### src/sv/wildcard_byte_pattern_scan_assert.svh
// Assertion macros shared by the scan block.
`ifndef WILDCARD_BYTE_PATTERN_SCAN_ASSERT_SVH
`define WILDCARD_BYTE_PATTERN_SCAN_ASSERT_SVH

`ifndef SYNTHESIS

`define WBPS_ASSERT_IMP(name, clk, rst, ante, cons) \
   name: assert property (@(posedge clk) disable iff (rst) (ante) |-> (cons)) \
      else $error("same-cycle check failed");

`define WBPS_ASSERT_NXT(name, clk, rst, ante, cons) \
   name: assert property (@(posedge clk) disable iff (rst) (ante) |=> (cons)) \
      else $error("next-cycle check failed");

`else

`define WBPS_ASSERT_IMP(name, clk, rst, ante, cons)

`define WBPS_ASSERT_NXT(name, clk, rst, ante, cons)

`endif

`endif

### src/sv/wbps_pkg.sv
`timescale 1ns / 1ps

package wbps_pkg;

   localparam int MAX_PATTERN_DEF  = 32;
   localparam int ADDRESS_BITS_DEF = 48;

   localparam int PATTERN_WORDS  = 4;
   localparam int WORD_BITS      = 64;
   localparam int MASK_BITS      = 32;
   localparam int LENGTH_BITS    = 6;
   localparam int CSR_INDEX_BITS = 3;
   localparam int PAT_INDEX_BITS = 5;

   localparam logic [CSR_INDEX_BITS-1:0] REG_PATTERN_0 = 3'd0;
   localparam logic [CSR_INDEX_BITS-1:0] REG_PATTERN_1 = 3'd1;
   localparam logic [CSR_INDEX_BITS-1:0] REG_PATTERN_2 = 3'd2;
   localparam logic [CSR_INDEX_BITS-1:0] REG_PATTERN_3 = 3'd3;
   localparam logic [CSR_INDEX_BITS-1:0] REG_WILDCARD  = 3'd4;
   localparam logic [CSR_INDEX_BITS-1:0] REG_LENGTH    = 3'd5;

   typedef logic [PATTERN_WORDS-1:0][WORD_BITS-1:0] pattern_words_type;

   // Pattern byte and wildcard flag that a window cell compares against.
   typedef struct packed {
      logic [7:0] pattern;
      logic       wild;
      logic       active;
   } cell_cfg_type;

   function automatic logic [7:0] pattern_byte(input pattern_words_type words,
                                               input logic [PAT_INDEX_BITS-1:0] idx);
      return words[idx[4:3]][{idx[2:0], 3'b000} +: 8];
   endfunction

endpackage

### src/sv/wbps_cell.sv
`timescale 1ns / 1ps

module wbps_cell (
   input  logic                  clock,
   input  logic                  reset,
   input  logic                  shift,
   input  logic [7:0]            link_data,
   input  logic                  link_valid,
   input  wbps_pkg::cell_cfg_type cfg,
   output logic [7:0]            data_q,
   output logic                  valid_q,
   output logic                  match
);
   import wbps_pkg::*;

   logic [7:0] data_ff;
   logic [7:0] data_in;
   logic       valid_ff;
   logic       valid_in;

   assign data_in  = shift ? link_data  : data_ff;
   assign valid_in = shift ? link_valid : valid_ff;

   always_ff @(posedge clock) begin
      data_ff <= data_in;
   end

   always_ff @(posedge clock) begin
      if (reset) begin
         valid_ff <= 1'b0;
      end else begin
         valid_ff <= valid_in;
      end
   end

   assign data_q  = data_ff;
   assign valid_q = valid_ff;

   // The compare looks at the byte this cell takes in on the current shift.
   assign match = !cfg.active || (link_valid && (cfg.wild || link_data == cfg.pattern));

endmodule

### config.mk
export PLATFORM = sky130hd
export DESIGN_NAME = wbps_cell
export DESIGN_NICKNAME = d
export VERILOG_FILES = /design/src/sv/wildcard_byte_pattern_scan_assert.svh /design/src/sv/wbps_pkg.sv /design/src/sv/wbps_cell.sv
export SDC_FILE = /design/constraint.sdc
export NUM_CORES = 1
export LEC_CHECK = 0
export BUFFER_PORTS_ARGS = -buffer_cell sky130_fd_sc_hd__buf_2
export CELL_PAD_IN_SITES_DETAIL_PLACEMENT = 1
export CELL_PAD_IN_SITES_GLOBAL_PLACEMENT = 1
export CORE_MARGIN = 2
export CORE_UTILIZATION = 27
export CTS_CLUSTER_DIAMETER = 30
export DETAILED_ROUTE_END_ITERATION = 6
export PLACE_DENSITY_LB_ADDON = 0.05
export SLEW_MARGIN = 5
export SYNTH_ARGS = -nofsm -noshare
export SYNTH_HDL_FRONTEND = slang
export SYNTH_SLANG_ARGS = --single-unit
### constraint.sdc
create_clock -name clock -period 1.2 [get_ports clock]
set_input_delay 0.18 -clock clock [delete_from_list [all_inputs] [get_ports clock]]
set_output_delay 0.18 -clock clock [all_outputs]
set_load 0.03 [all_outputs]
Yosys cells after proc, flatten, opt, wreduce, memory -nomap -nowiden

Cells that the tools add are included.

Equal/unequal tests: 1
Reduce and logical (&&, ||, !) cells: 4

Operators by type and width:

| cell              | count |
|---|---|
| 8-bit == test     | 1 |
| 1-bit logical OR  | 2 |
| 1-bit logical AND | 1 |
| 1-bit zero test   | 1 |

Logic and storage cells: 7
Bits in registers: 9

Longest topological paths before layout

Word-level depth: 4
Depth in mapped cells: 4
Mapped depth without buffers: 4

Worst setup path after synthesis

OpenSTA, ideal clock, no wires.

Path type: input -> output
Start: input cfg[2] (netlist name)
End: output match
Stages: 4
Path slack: -0.136 ns
Required time: 1.020 ns
Buffers on the path: 0
Data arrival time: 1.156 ns
Cell sequence: xor2_1 nor4_2 a21oi_1 a21oi_1

Longest elaborated chain between the ends: 4

RTL lines:

| what              | line            | source |
|---|---|---|
| from (decl)       | wbps_cell.sv:9  | `input wbps_pkg::cell_cfg_type cfg,` |
| 8-bit == test     | wbps_cell.sv:40 | `assign match = !cfg.active \|\| (link_valid && (cfg.wild \|\| link_data == cfg.pattern));` |
| 1-bit logical OR  | wbps_cell.sv:40 |  |
| 1-bit logical AND | wbps_cell.sv:40 |  |
| 1-bit logical OR  | wbps_cell.sv:40 |  |
| to (decl)         | wbps_cell.sv:12 | `output logic match` |

No other way between the ends.

Worst setup path after layout

Start: input link_data[0]
End: output match

Longest elaborated chain between the ends: 4

RTL lines:

| what              | line            | source |
|---|---|---|
| from (decl)       | wbps_cell.sv:7  | `input logic [7:0] link_data,` |
| 8-bit == test     | wbps_cell.sv:40 |  |
| 1-bit logical OR  | wbps_cell.sv:40 |  |
| 1-bit logical AND | wbps_cell.sv:40 |  |
| 1-bit logical OR  | wbps_cell.sv:40 |  |

No other way between the ends.

==> qor.csv <==
stage;metric;value;unit
power;leak pwr;0.2886;nW
placed_design;dpl hpwl;751.1;um
synth;Synth Cell Area;389.1;sq um
status;violated checks;setup timing;
route;First-pass DRT Iterations;2;
setup_path;slowest stage delay, CP;290;ps
die;Rows;13;
layout;most frequent cells in the layout;buf_2, edfxtp_1, xor2_1;
layout;Antenna diodes;0;
status;outcome;finished with violations;
setup_path;Crit. End Element;primary output;
synth;Avg Inst Size Synth;15.56;sq um
power;Max IR drop VDD;828.7;uV
placed_design;Cells after DPL;71;
die;chip width;41.97;um
route;residual DRC count;0;
route;Final ANT Viol Nets;0;
run;max-cap viol count;0;
sta;final hold viol count;0;
sta;final worst slack;-107.1;ps
clock_tree;clock buffer depth;2;
sta;Tcrit/Tclk final;108.9;%
power;Power Total;0.7712;mW
route;drt wl/cell;11.56;um
synth;Cells after Synth;25;
grt;vias in the first global route;364;
layout;Final Net Count;83;
sta;final setup fails;1;
clock_tree;clk_lat worst skew;250;ps
layout;ratio of cells with drive above 1 in the final layout;63.33;%
layout;most common cell after layout, fill and taps aside;buf_2;
sta;Worst-Margin Slew;230.2;ps
placed_design;port bufs;31;
die;I/O pin total;32;
hold_path;hold path start;reset;
clock_tree;CTS tree;done;
sta;Slew headroom;84.53;%
sta;RSZ-0062 raised after global routing;true;
die;die area;1761;sq um
setup_path;CP delay by family, top;simple AND/OR/NAND/NOR gates;
layout;Layout Cells excl Fill;75;
grt;GRT Overall Usage;11.24;%
layout;fin area;621.8;sq um
power;PD cells;1240;nW/um^2
die;initial core utilization;29.53;%
grt;largest net degree at the start of global routing;10;
setup_path;RR Startpoint;valid_q$_SDFFE_PP0P_;
route;DRT iter0 DRCs;2;
hold_path;HP Class;in2reg;
synth;register area share after synthesis;66.88;%
synth;distinct cell type count after synthesis;9;
placed_design;Placer Congestion;0.6420;
grt;grt ovf;0;
setup_path;WS Path Type;in2out;
sta;Max Freq;765.1;MHz
setup_path;CP cell instances;buf_4 -> xor2_2 -> nor4_2 -> a21oi_1 -> a21oi_2 -> buf_6;
sta;post-layout minimum cycle time;1307;ps
setup_path;critical path data arrival time;1130;ps
clock_tree;htree depth;1;
die;Core ar.;1318;sq um
placed_design;dpl ws;-156.3;ps
synth;synthesized flop and latch total;9;
setup_path;crit path max-delay cell type;nor4_2;
sta;Max Slew Vio Count;0;
clock_tree;CTS Buf Count;3;
setup_path;CP Launch Type;primary input;
layout;Area growth syn-to-layout;59.81;%
grt;initial antenna violation count;0;
route;drt via density;4.267;
clock_tree;clk sinks;9;
die;DIE HEIGHT;41.97;um
route;DR vias;320;
synth;Warnings, synthesis;0;
sta;Setup Skew;0;ps
clock_tree;CTS Hold Bufs;0;
placed_design;Cell Area, Placed;566.8;sq um
clock_tree;root buffer cell;clkbuf_4;
synth;Syn Nets;47;
setup_path;Worst Path Buf+Inv;2;
grt;global-route wire length before repair;1442;um
setup_path;WP data required;1020;ps
clock_tree;Worst-path clk slew;60;ps
setup_path;worst setup path startpoint;link_data[0];
setup_path;FF-to-FF setup slack;600;ps
route;final wirelength;867;um
setup_path;critical path peak fanout;2;
[sequential cells by signal, summed over array words and instances, names as in the netlist]
name / cells
data_q: 8
valid_q: 1
[power by group]
part           switching (mW)  leakage (nW)  internal [mW]
Clock                  0.0978        0.0150          0.128
Combinational           0.104         0.187         0.0691
Sequential            0.00525        0.0866          0.367
Total                   0.207         0.289          0.564
[through the flow]
stage,hold slack (ps),utilization [%],TNS (ps)
6_report,78.88,47.20,-107.1
5_1_grt,63.85,47.20,-216.4
4_1_cts,71.02,46.44,-117.3
3_5_place_dp,345.6,43.02,-156.3
3_3_place_gp,337.7,43.02,-130.6
2_1_floorplan,252.4,-,0
[cell type report]
class / count / area (sq um)
fill: 144 / 695.7
inverter: 1 / 3.754
timing repair buffer: 31 / 176.4
clock buffer: 4 / 26.28
multi-input combinational: 15 / 136.4
tap: 15 / 18.77
sequential: 9 / 260.3
[cells by family after synthesis]
kind of cell | after synthesis | share of synthesized area, %
flip-flops | 9 | 66.88
AND/OR/NAND/NOR | 4 | 9.002
buffers and inverters | 1 | 0.9637
XOR/XNOR | 8 | 18.01
multiplexers | 1 | 2.572
AO/OA/AOI/OAI | 2 | 2.572
[final timing paths]
| check | end | cells after the start |
|---|---|---|
| worst min register to register | valid_q$_SDFFE_PP0P_ | 2 |
| worst max-delay path | match | 6 |
| worst max register to register | valid_q$_SDFFE_PP0P_ | 2 |
| worst min-delay path | valid_q$_SDFFE_PP0P_ | 2 |
[metal layers]
metal / GRT usage (%) / wire length (um)
met5: 0 / 0
met4: 0 / 0
met3: 6.957 / 83
met2: 22.81 / 478
met1: 9.511 / 306
[cells in the mapped netlist (all sizes together)]
cell | number | area [sq um]
xor2 | 8 | 70.07
nor4 | 2 | 25.02
inv | 1 | 3.750
edfxtp | 8 | 240.2
mux2i | 1 | 10.01
a21oi | 2 | 10.01
dfxtp | 1 | 20.02
nand2b | 1 | 6.260
nor2 | 1 | 3.750
[timing repair]
item,CTS,global route
resized for setup,4,2
endpoints found under the setup margin,1,1
setup buffers,0,0
(Power assumes the default switching activity.)
